File: config.mk
export PLATFORM = sky130hd
export DESIGN_NAME = adpcm_group_decoder_4bit_top
export DESIGN_NICKNAME = d
export VERILOG_FILES = /design/src/hw/rtl/agd_pkg.sv /design/src/hw/rtl/agd_front.sv /design/src/hw/rtl/agd_queue.sv /design/src/hw/rtl/agd_back.sv /design/src/hw/rtl/adpcm_group_decoder_4bit_top.sv
export SDC_FILE = /design/constraint.sdc
export NUM_CORES = 1
export LEC_CHECK = 0
export ABC_AREA = 1
export BUFFER_PORTS_ARGS = -buffer_cell sky130_fd_sc_hd__buf_2
export CORE_AREA = 2 2 225 227
export DETAILED_ROUTE_END_ITERATION = 16
export DIE_AREA = 0 0 227 229
export GPL_TIMING_DRIVEN = 1
export PLACE_DENSITY_LB_ADDON = 0.12
export SYNTH_ARGS = -nofsm -noshare
export SYNTH_HDL_FRONTEND = slang
export SYNTH_SLANG_ARGS = --single-unit
File: constraint.sdc
create_clock -name clk -period 17.6 [get_ports clk]
set_clock_uncertainty 0.1 [all_clocks]
set_input_delay 5.28 -clock clk [delete_from_list [all_inputs] [get_ports clk]]
set_output_delay 5.28 -clock clk [all_outputs]
set_load 0.01 [all_outputs]
File: src/hw/rtl/agd_pkg.sv
`default_nettype none

package agd_pkg;

    localparam int NIBBLE_COUNT = 30;
    localparam int QUEUE_DEPTH  = 2;
    localparam logic [4:0] POS_FIRST_HIST  = 5'd0;
    localparam logic [4:0] POS_SECOND_HIST = 5'd1;
    localparam logic [4:0] POS_LAST        = 5'd31;

    localparam logic [3:0] FILT_NONE = 4'd0;
    localparam logic [3:0] FILT_ONE  = 4'd1;
    localparam logic [3:0] FILT_TWO  = 4'd2;
    localparam logic [3:0] FILT_TRI  = 4'd3;

    typedef struct packed {
        logic [31:0] coded_header;
        logic [63:0] nibble_bytes_low;
        logic [55:0] nibble_bytes_high;
    } group_word_t;

    typedef struct packed {
        logic signed [15:0] pcm_sample;
        logic [4:0]         sample_position;
        logic               last_of_group;
    } sample_word_t;

    typedef struct packed {
        logic signed [7:0]               k1;
        logic signed [7:0]               k2;
        logic [3:0]                      shift;
        logic signed [15:0]              hist1;
        logic signed [15:0]              hist2;
        logic [4*NIBBLE_COUNT-1:0]       nibbles;
    } job_t;

    function automatic logic signed [7:0] coef_first(input logic [3:0] filt);
        logic signed [7:0] k;
        unique case (filt)
            FILT_ONE: k = 8'sd60;
            FILT_TWO: k = 8'sd115;
            FILT_TRI: k = 8'sd98;
            default:  k = 8'sd0;
        endcase
        return k;
    endfunction

    function automatic logic signed [7:0] coef_second(input logic [3:0] filt);
        logic signed [7:0] k;
        unique case (filt)
            FILT_TWO: k = -8'sd52;
            FILT_TRI: k = -8'sd55;
            default:  k = 8'sd0;
        endcase
        return k;
    endfunction

endpackage

`default_nettype wire

File: src/hw/rtl/agd_front.sv
`default_nettype none

module agd_front (
    input  wire logic                 group_valid,
    output      logic                 group_stall,
    input  wire agd_pkg::group_word_t group_word,
    output      logic                 push_valid,
    input  wire logic                 push_full,
    output      agd_pkg::job_t        push_job
);

    logic [119:0] bytes;
    logic [31:0]  hdr;

    assign hdr   = group_word.coded_header;
    assign bytes = {group_word.nibble_bytes_high, group_word.nibble_bytes_low};

    assign push_valid  = group_valid;
    assign group_stall = push_full;

    always_comb
    begin
        push_job.k1    = agd_pkg::coef_first(hdr[3:0]);
        push_job.k2    = agd_pkg::coef_second(hdr[3:0]);
        push_job.shift = hdr[19:16];
        push_job.hist2 = {hdr[15:4], 4'b0000};
        push_job.hist1 = {hdr[31:20], 4'b0000};
        // order nibbles so the next one to decode always sits at the bottom
        for (int b = 0; b < agd_pkg::NIBBLE_COUNT / 2; b++)
        begin
            push_job.nibbles[8*b +: 4]     = bytes[8*b+4 +: 4];
            push_job.nibbles[8*b+4 +: 4]   = bytes[8*b +: 4];
        end
    end

endmodule

`default_nettype wire

File: src/hw/rtl/agd_queue.sv
`default_nettype none

module agd_queue (
    input  wire logic           clk,
    input  wire logic           rst_n,
    input  wire logic           push_valid,
    output      logic           push_full,
    input  wire agd_pkg::job_t  push_job,
    output      logic           pop_valid,
    input  wire logic           pop,
    output      agd_pkg::job_t  pop_job
);

    agd_pkg::job_t entry_reg [agd_pkg::QUEUE_DEPTH];
    logic       wr_ptr_reg, wr_ptr_next;
    logic       rd_ptr_reg, rd_ptr_next;
    logic [1:0] count_reg, count_next;
    logic       do_push, do_pop;

    assign push_full = (count_reg == 2'(agd_pkg::QUEUE_DEPTH));
    assign pop_valid = (count_reg != 2'd0);
    assign pop_job   = entry_reg[rd_ptr_reg];
    assign do_push   = push_valid && !push_full;
    assign do_pop    = pop && pop_valid;

    always_comb
    begin
        wr_ptr_next = do_push ? ~wr_ptr_reg : wr_ptr_reg;
        rd_ptr_next = do_pop ? ~rd_ptr_reg : rd_ptr_reg;
        count_next  = count_reg + {1'b0, do_push} - {1'b0, do_pop};
    end

    always_ff @(posedge clk or negedge rst_n)
    begin
        if (!rst_n)
        begin
            wr_ptr_reg <= 1'b0;
            rd_ptr_reg <= 1'b0;
            count_reg  <= 2'd0;
        end
        else
        begin
            wr_ptr_reg <= wr_ptr_next;
            rd_ptr_reg <= rd_ptr_next;
            count_reg  <= count_next;
        end
    end

    always_ff @(posedge clk)
    begin
        if (do_push)
        begin
            entry_reg[wr_ptr_reg] <= push_job;
        end
    end

endmodule

`default_nettype wire

File: src/hw/rtl/agd_back.sv
`default_nettype none

module agd_back (
    input  wire logic                  clk,
    input  wire logic                  rst_n,
    input  wire logic                  job_valid,
    output      logic                  job_pop,
    input  wire agd_pkg::job_t         job,
    output      logic                  sample_valid,
    input  wire logic                  sample_stall,
    output      agd_pkg::sample_word_t sample_word
);

    logic                busy_reg, busy_next;
    logic [4:0]          pos_reg, pos_next;
    logic signed [7:0]   k1_reg, k1_next;
    logic signed [7:0]   k2_reg, k2_next;
    logic [3:0]          shift_reg, shift_next;
    logic signed [15:0]  h1_reg, h1_next;
    logic signed [15:0]  h2_reg, h2_next;
    logic [4*agd_pkg::NIBBLE_COUNT-1:0] nib_reg, nib_next;
    logic                out_valid_reg, out_valid_next;
    agd_pkg::sample_word_t out_word_reg, out_word_next;

    logic                advance, emit, load, decoding;
    logic signed [15:0]  scaled;
    logic signed [25:0]  acc;
    logic signed [19:0]  quot;
    logic signed [15:0]  dec_sample;
    logic signed [15:0]  emit_sample;

    assign advance  = !out_valid_reg || !sample_stall;
    assign emit     = busy_reg && advance;
    assign load     = job_valid && (!busy_reg || (emit && pos_reg == agd_pkg::POS_LAST));
    assign job_pop  = load;
    assign decoding = (pos_reg != agd_pkg::POS_FIRST_HIST)
                   && (pos_reg != agd_pkg::POS_SECOND_HIST);

    assign sample_valid = out_valid_reg;
    assign sample_word  = out_word_reg;

    always_comb
    begin
        scaled = $signed({nib_reg[3:0], 12'b0}) >>> shift_reg;
        acc    = 26'(scaled) * 26'sd64 + 26'(k1_reg * h1_reg) + 26'(k2_reg * h2_reg);
        // truncate toward zero
        quot   = 20'(acc >>> 6) + {19'd0, acc[25] && (acc[5:0] != 6'd0)};
        unique if (quot > 20'sd32767)
        begin
            dec_sample = 16'sh7FFF;
        end
        else if (quot < -20'sd32768)
        begin
            dec_sample = 16'sh8000;
        end
        else
        begin
            dec_sample = quot[15:0];
        end

        unique case (pos_reg)
            agd_pkg::POS_FIRST_HIST:  emit_sample = h2_reg;
            agd_pkg::POS_SECOND_HIST: emit_sample = h1_reg;
            default:                  emit_sample = dec_sample;
        endcase
    end

    always_comb
    begin
        busy_next      = busy_reg;
        pos_next       = pos_reg;
        k1_next        = k1_reg;
        k2_next        = k2_reg;
        shift_next     = shift_reg;
        h1_next        = h1_reg;
        h2_next        = h2_reg;
        nib_next       = nib_reg;
        out_valid_next = out_valid_reg;
        out_word_next  = out_word_reg;

        if (advance)
        begin
            out_valid_next = emit;
        end

        if (emit)
        begin
            out_word_next.pcm_sample      = emit_sample;
            out_word_next.sample_position = pos_reg;
            out_word_next.last_of_group   = (pos_reg == agd_pkg::POS_LAST);
            pos_next = pos_reg + 5'd1;
            if (pos_reg == agd_pkg::POS_LAST)
            begin
                busy_next = 1'b0;
            end
            if (decoding)
            begin
                h2_next  = h1_reg;
                h1_next  = dec_sample;
                nib_next = nib_reg >> 4;
            end
        end

        if (load)
        begin
            busy_next  = 1'b1;
            pos_next   = agd_pkg::POS_FIRST_HIST;
            k1_next    = job.k1;
            k2_next    = job.k2;
            shift_next = job.shift;
            h1_next    = job.hist1;
            h2_next    = job.hist2;
            nib_next   = job.nibbles;
        end
    end

    always_ff @(posedge clk or negedge rst_n)
    begin
        if (!rst_n)
        begin
            busy_reg      <= 1'b0;
            pos_reg       <= 5'd0;
            out_valid_reg <= 1'b0;
        end
        else
        begin
            busy_reg      <= busy_next;
            pos_reg       <= pos_next;
            out_valid_reg <= out_valid_next;
        end
    end

    always_ff @(posedge clk)
    begin
        k1_reg       <= k1_next;
        k2_reg       <= k2_next;
        shift_reg    <= shift_next;
        h1_reg       <= h1_next;
        h2_reg       <= h2_next;
        nib_reg      <= nib_next;
        out_word_reg <= out_word_next;
    end

endmodule

`default_nettype wire

File: src/hw/rtl/adpcm_group_decoder_4bit_top.sv
// Decodes one 4-bit ADPCM group word (32-bit header plus 15 coded bytes) into
// 32 signed 16-bit sample words: the two header history values, then 30
// predicted samples, high nibble of each byte first. The two-tap prediction
// recursion produces one sample per cycle while sample_stall does not hold
// the output. A two-entry group queue sits between the header decode and the
// sample engine, so the next groups are taken while samples still stream out,
// and consecutive groups come out without a gap. After a group word is taken
// into an idle block, its first sample word passes through the queue entry,
// the engine state registers and the output register.
`default_nettype none

module adpcm_group_decoder_4bit_top (
    input  wire logic                  clk,
    input  wire logic                  rst_n,
    input  wire logic                  group_valid,
    output      logic                  group_stall,
    input  wire agd_pkg::group_word_t  group_word,
    output      logic                  sample_valid,
    input  wire logic                  sample_stall,
    output      agd_pkg::sample_word_t sample_word
);

    logic          push_valid, push_full;
    agd_pkg::job_t push_job;
    logic          pop_valid, pop;
    agd_pkg::job_t pop_job;

    agd_front u_front (
        .group_valid (group_valid),
        .group_stall (group_stall),
        .group_word  (group_word),
        .push_valid  (push_valid),
        .push_full   (push_full),
        .push_job    (push_job)
    );

    agd_queue u_queue (
        .clk        (clk),
        .rst_n      (rst_n),
        .push_valid (push_valid),
        .push_full  (push_full),
        .push_job   (push_job),
        .pop_valid  (pop_valid),
        .pop        (pop),
        .pop_job    (pop_job)
    );

    agd_back u_back (
        .clk          (clk),
        .rst_n        (rst_n),
        .job_valid    (pop_valid),
        .job_pop      (pop),
        .job          (pop_job),
        .sample_valid (sample_valid),
        .sample_stall (sample_stall),
        .sample_word  (sample_word)
    );

endmodule

`default_nettype wire
# Word-level counts from Yosys, hierarchy flattened
# Memory sizes are Yosys's and may differ from the RTL's.
# Cells that the tools add are included.
[word_totals]
reg_bits = 205
mem_bits_rw = 326
out_inout_bits = 24
wordCells = 79
mem_count = 1
input_bits = 156
[memory_table]
columns = ["memory", "depth", "width", "read_ports", "rd_ports_with_merged_regs", "write_ports", "line_no", "source"]
rows = [
  ["u_queue.entry_reg", 2, 163, 1, 0, 1, "agd_queue.sv:14", "agd_pkg::job_t entry_reg [agd_pkg::QUEUE_DEPTH];"],
]
[op_classes]
bitwise = 2
shifts = 1
n_eq_ne = 7
n_addsub = 6
n_lt_le_gt_ge = 2
mux = 21
mul = 2
reduce_logical = 22
[op_table]
columns = ["cell", "count"]
rows = [
  ["two-way mux 120 bit", 3],
  ["two-way mux 16 bit", 8],
  ["multiplier 8 x 16 -> 24 bit", 2],
  ["one-hot mux 16 bit (2 select lines)", 1],
  ["adder 26 bit", 1],
  ["adder 22 x 24 -> 25 bit", 1],
  ["one-hot mux 7 bit (3 select lines)", 1],
  ["adder 20 x 1 -> 20 bit", 1],
  ["> comparator 20 x 16 -> 1 bit, second input constant", 1],
  ["< comparator 20 x 16 -> 1 bit, second input constant", 1],
  ["one-hot mux 8 bit (2 select lines)", 1],
  [">>> shifter 16 x 4 -> 16 bit", 1],
  ["two-way mux 5 bit", 2],
  ["equality test 4 x 2 -> 1 bit, second input constant", 2],
  ["nonzero test 2 bit", 4],
  ["logical AND 1 bit", 7],
  ["nonzero test 6 bit", 1],
  ["adder 5 x 1 -> 5 bit, second input constant", 1],
  ["equality test 5 x 1 -> 1 bit, second input constant", 1],
  ["equality test 5 bit, second input constant", 1],
  ["zero test 5 bit", 1],
  ["two-way mux 1 bit", 5],
  ["inequality test 5 x 1 -> 1 bit, second input constant", 1],
  ["nonzero test 5 bit", 1],
  ["other kinds (8)", 14],
]

# Longest topological paths before layout
[depth]
depth_word = 12
mapped_depth = 56

# Hierarchy
# A second synthesis with hierarchy kept.
[unflattened]
hier_cells = 3775
hier_area_um2 = 35386.4
[by_module_without_submodules]
columns = ["mod", "seq_area_each_um2", "area_each_um2", "n_inst", "cells_per_inst"]
rows = [
  ["agd_back", 6000.8, 21097.7, 1, 2658],
  ["agd_queue", 10430.0, 12962.4, 1, 931],
  ["agd_front", 0.0, 1326.3, 1, 186],
]

# Least setup slack after synthesis
# OpenSTA, ideal clock, no wires.
[synth_path]
path_kind = "in2reg"
from = "input sample_stall"
to = "register u_back.h1_reg[0], enable pin"
setup_time_ps = 875
slack_ps = -592
cell_stages = 3
required_time_ps = 16625
arrival_time_ps = 17216
path_buffers = 0
path_cell_list = "a21oi_1 > a21oi_1 > o21ai_0"
[synth_via]
elab_chain_cells = 8
elab_cells_between_ends = 9
classes_between = "9 x reduce/logical"
[synth_lines]
columns = ["item", "line_no", "source"]
rows = [
  ["start: declaration", "adpcm_group_decoder_4bit_top.sv:19", "input wire logic sample_stall,"],
  ["zero test 1 bit *", "agd_back.sv:32", "assign advance = !out_valid_reg || !sample_stall;"],
  ["logical OR 1 bit *", "agd_back.sv:32", ""],
  ["logical AND 1 bit *", "agd_back.sv:33", "assign emit = busy_reg && advance;"],
  ["logical AND 1 bit", "agd_back.sv:34", "assign load = job_valid && (!busy_reg || (emit && pos_reg == agd_pkg::POS_LAST));"],
  ["logical OR 1 bit", "agd_back.sv:34", ""],
  ["logical AND 1 bit", "agd_back.sv:34", ""],
  ["nonzero test 2 bit (no source line)", "-", ""],
  ["AND reduction 2 bit (no source line) *", "-", ""],
  ["end signal: assignment", "agd_back.sv:138", "h1_reg <= h1_next;"],
  ["end: declaration", "agd_back.sv:19", "logic signed [15:0] h1_reg, h1_next;"],
]
# Mark *: on every way between the ends. The rest lies on a longest branch, timed or not.
# A chain may end at the register's enable or synchronous reset.

# Worst setup path after layout
[layout_path]
from = "register u_back.shift_reg[0]"
to = "register u_back.out_word_reg, in the netlist u_back.sample_word[7] (data pin)"
[layout_via]
elab_chain_cells = 9
elab_cells_between_ends = 10
classes_between = "3 x add/sub; 2 x order compare; 1 x shift; 3 x mux; 1 x reduce/logical"
[layout_lines]
columns = ["item", "line_no", "source"]
rows = [
  ["start: declaration", "agd_back.sv:18", "logic [3:0] shift_reg, shift_next;"],
  ["start signal: assignment", "agd_back.sv:137", "shift_reg <= shift_next;"],
  [">>> shifter 16 x 4 -> 16 bit *", "agd_back.sv:44", "scaled = $signed({nib_reg[3:0], 12'b0}) >>> shift_reg;"],
  ["adder 22 x 24 -> 25 bit *", "agd_back.sv:45", "acc = 26'(scaled) * 26'sd64 + 26'(k1_reg * h1_reg) + 26'(k2_reg * h2_reg);"],
  ["adder 26 bit *", "agd_back.sv:45", ""],
  ["logical AND 1 bit", "agd_back.sv:47", "quot = 20'(acc >>> 6) + {19'd0, acc[25] && (acc[5:0] != 6'd0)};"],
  ["adder 20 x 1 -> 20 bit *", "agd_back.sv:47", ""],
  ["< comparator 20 x 16 -> 1 bit", "agd_back.sv:52", "else if (quot < -20'sd32768)"],
  ["two-way mux 16 bit", "agd_back.sv:52", ""],
  ["two-way mux 16 bit *", "agd_back.sv:48", "unique if (quot > 20'sd32767)"],
  ["one-hot mux 16 bit (2 select lines) *", "agd_back.sv:61", "unique case (pos_reg)"],
  ["via u_back.emit_sample[1]", "agd_back.sv:30", "logic signed [15:0] emit_sample;"],
  ["end signal: assignment", "agd_back.sv:141", "out_word_reg <= out_word_next;"],
  ["end: declaration", "agd_back.sv:23", "agd_pkg::sample_word_t out_word_reg, out_word_next;"],
]
# The timed path passes the listed nets; every way through them passes the cells marked *.

==> summary.md <==
| Metric | Value |
|---|---|
| Hold buffer count at cts | 0 |
| Drc violations | 0 |
| Routed Antenna Nets | 0 |
| Clock sink total | 506 |
| CP endpoint kind | flop |
| Gr ovfl total | 0 |
| Worst setup startpoint | u_back.shift_reg[0] |
| Tightest Pin Transition | 1110 ps |
| Synth area leader | edfxtp_1 |
| HP Start | u_back.pos_reg[4] |
| Crit path largest cell delay | 550 ps |
| Fin. max-slew vios | 0 |
| Initial DRT Pass Iterations | 5 |
| Final GP Congestion | 0.943 |
| Clock latency on the worst-skew pair | 580 ps |
| Worst hold slack | 381 ps |
| I/O pins | 180 |
| Number of global-route vias before repair | 20,700 |
| Starting Density | 59.5% |
| Min cycle time layout | 9220 ps |
| Total core area | 49,700 um2 |
| Most frequent cells in the layout | nand2_1 (796), inv_1 (542), edfxtp_1 (495) |
| Initial antenna violation count | 25 |
| Critical path launch point type | flop |
| DRT iter0 DRCs | 1,282 |
| Crit path DAT | 9430 ps |
| First-pass GRT wire length | 108,000 um |
| Period utilisation layout | 52.4% |
| Vias | 20,200 |
| Die W | 227 um |
| Sequential element share of the synthesized area | 51.3% |
| Root buffer cell | clkbuf_16 |
| Cell Rows | 82 |
| Slew HR | 25.7% |
| Area delta synth->final | 9.90% |
| Worst-path maximum fanout | 15 |
| FILL cells | 4,038 |
| Reg-to-reg startpoint | u_back.shift_reg[0] |
| Clock-pin transition on the worst setup and hold timing paths | 60 ps |
| Post-DP HPWL | 49,200 um |
| CTS Buf Count | 46 |
| Die area | 52,000 um2 |
| Cell area after synthesis | 29,500 um2 |
| NumNets Final | 3,571 |
| Max reg flops | 310 |
| Die height | 229 um |
| Wirelength per Cell | 17.7 um |
| CTS max path bufs | 3 |
| Fmax | 0.108 GHz |
| Vias per cell | 5.29 |
| Netlist cell types | 41 |
| Slowest CP cell | fa_1 |
| Ys Warns | 0 |
| CTS tree | yes |
| Synth area leaders | edfxtp_1 (50%), fa_1 (11%), nand2_1 (10%) |
| MaxCap Viol Count | 0 |
| Most common cell after layout, fill and taps aside | nand2_1 |
| Gate Count Post-Synth | 2,951 |
| Post-Syn Nets | 3,423 |
| FF+latch count, synth | 506 |
| RSZ-0062 raised after global routing | no |
| Status | finished clean |
| Top-area cell type share of the netlist area | 50.3% |
| Cell mode on critical path | nand2_1 |
| Final Hold Vio Count | 0 |
| H-tree depth | 2 |
| Worst path required time | 17,810 ps |
| Syn Area/Cell | 10.0 um2 |
| Largest net degree at the start of global routing | 157 |
| # setup viols final | 0 |
| DRT Wirelength | 67,500 um |
| Worst Hold Class | flop to flop |
| Setup TNS | 0 ps |
| Port-buffer cells | 179 |
| GRT Util Overall | 26.8% |
| Ratio of cells with drive above 1 in the final layout | 9.93% |
| Post-CTS Repair Setup Buffers | 0 |
| Critical Setup Path Class | flop to flop |
| Cts repair resizes | 0 |
-- synth_stat cells --
| cell type | n |
|---|---|
| a211oi_1 | 1 |
| a21o_1 | 3 |
| a21oi_1 | 74 |
| a21oi_2 | 2 |
| a31oi_1 | 132 |
| and2_1 | 1 |
| buf_1 | 3 |
| buf_2 | 1 |
| buf_6 | 3 |
| clkbuf_1 | 80 |
| clkbuf_8 | 2 |
| clkinv_1 | 1 |
| dfrtp_1 | 11 |
| edfxtp_1 | 495 |
| fa_1 | 156 |
| ha_1 | 160 |
| inv_1 | 543 |
| inv_2 | 3 |
| mux2_2 | 1 |
| nand2_1 | 796 |
| nand2_2 | 30 |
| nand2_4 | 1 |
| nand3_1 | 54 |
| nand3_2 | 6 |
| nand3b_1 | 2 |
| nand4_1 | 15 |
| nor2_1 | 215 |
| nor2_2 | 7 |
| nor2_4 | 2 |
| nor3_1 | 12 |
| nor3_2 | 2 |
| nor4_1 | 1 |
| o211ai_1 | 2 |
| o21ai_0 | 36 |
| o21bai_1 | 4 |
| o221ai_1 | 3 |
| o22ai_1 | 17 |
| o31ai_1 | 5 |
| or2_2 | 3 |
| xnor2_1 | 17 |
| xor2_1 | 49 |
-- critical path, delay by kind of cell, from the launching register on --
kind                       cells  cell delay [ps]
and+or+nand+nor               26             3350
xor gates and xnor gates       3              610
adders and majority gates      7             2860
AOI/OAI and AO/OA              8             1430
DFF                            1              480
buffers and inverters          2               90
-- stage by stage --
stage               setup slack [ps]  util, %  instances  instance area [um2]
floorplan                       3510        -       2951                29500
global placement                8620     62.5       3723                31000
detailed placement              8440     62.5       3723                31000
CTS                             8400     65.3       3804                32400
global route                    7470     65.3       3811                32400
finish                          8380     65.4       3815                32500
-- final timing paths --
path | to | slack [ps] | cells after the start
hold reg to reg | u_back.sample_word[5] | 380 | 0
min in group asynchronous | u_back.busy_reg | 4490 | 1
setup reg to reg | u_back.sample_word[7] | 8380 | 46
setup / recovery | u_back.sample_word[7] | 8380 | 46
max in group asynchronous | u_queue.rd_ptr_reg | 12670 | 1
hold / removal | u_back.sample_word[5] | 380 | 0
-- layer usage --
layer | part of all wire, % | up-vias | GRT usage, %
li1 | - | 9807 | -
met1 | 42 | 9738 | 33.9
met2 | 49 | 477 | 45.6
met3 | 5.8 | 152 | 5.52
met4 | 3.6 | 26 | 10.2
met5 | 0.24 | - | 0
-- layout make-up --
cell class                 count  area (um2)  area share [%]
antenna                       11        27.5          0.0848
timing repair buffer         189         996            3.07
multi-input combinational   1809       12000            37.0
clock buffer                  58        1200            3.69
inverter                     547        2060            6.36
sequential                   506       15100            46.7
clock inverter                23         196           0.605
tap                          672         841            2.59
-- kinds of logic (layout without fill, tap and decap cells) --
kind of cell | after synthesis | in the layout | synth area share, %
DFF | 506 | 506 | 51.3
other | 0 | 11 | 0
muxes | 1 | 1 | 0.0381
xor gates and xnor gates | 66 | 66 | 1.96
and+or+nand+nor | 1147 | 1147 | 15.6
adders and majority gates | 316 | 316 | 17.4
AOI/OAI and AO/OA | 279 | 279 | 5.55
buffers and inverters | 636 | 817 | 8.23
Power is left out: the tool's default activity adds up to more than one toggle a clock period on the data nets, which glitch-free logic cannot reach.
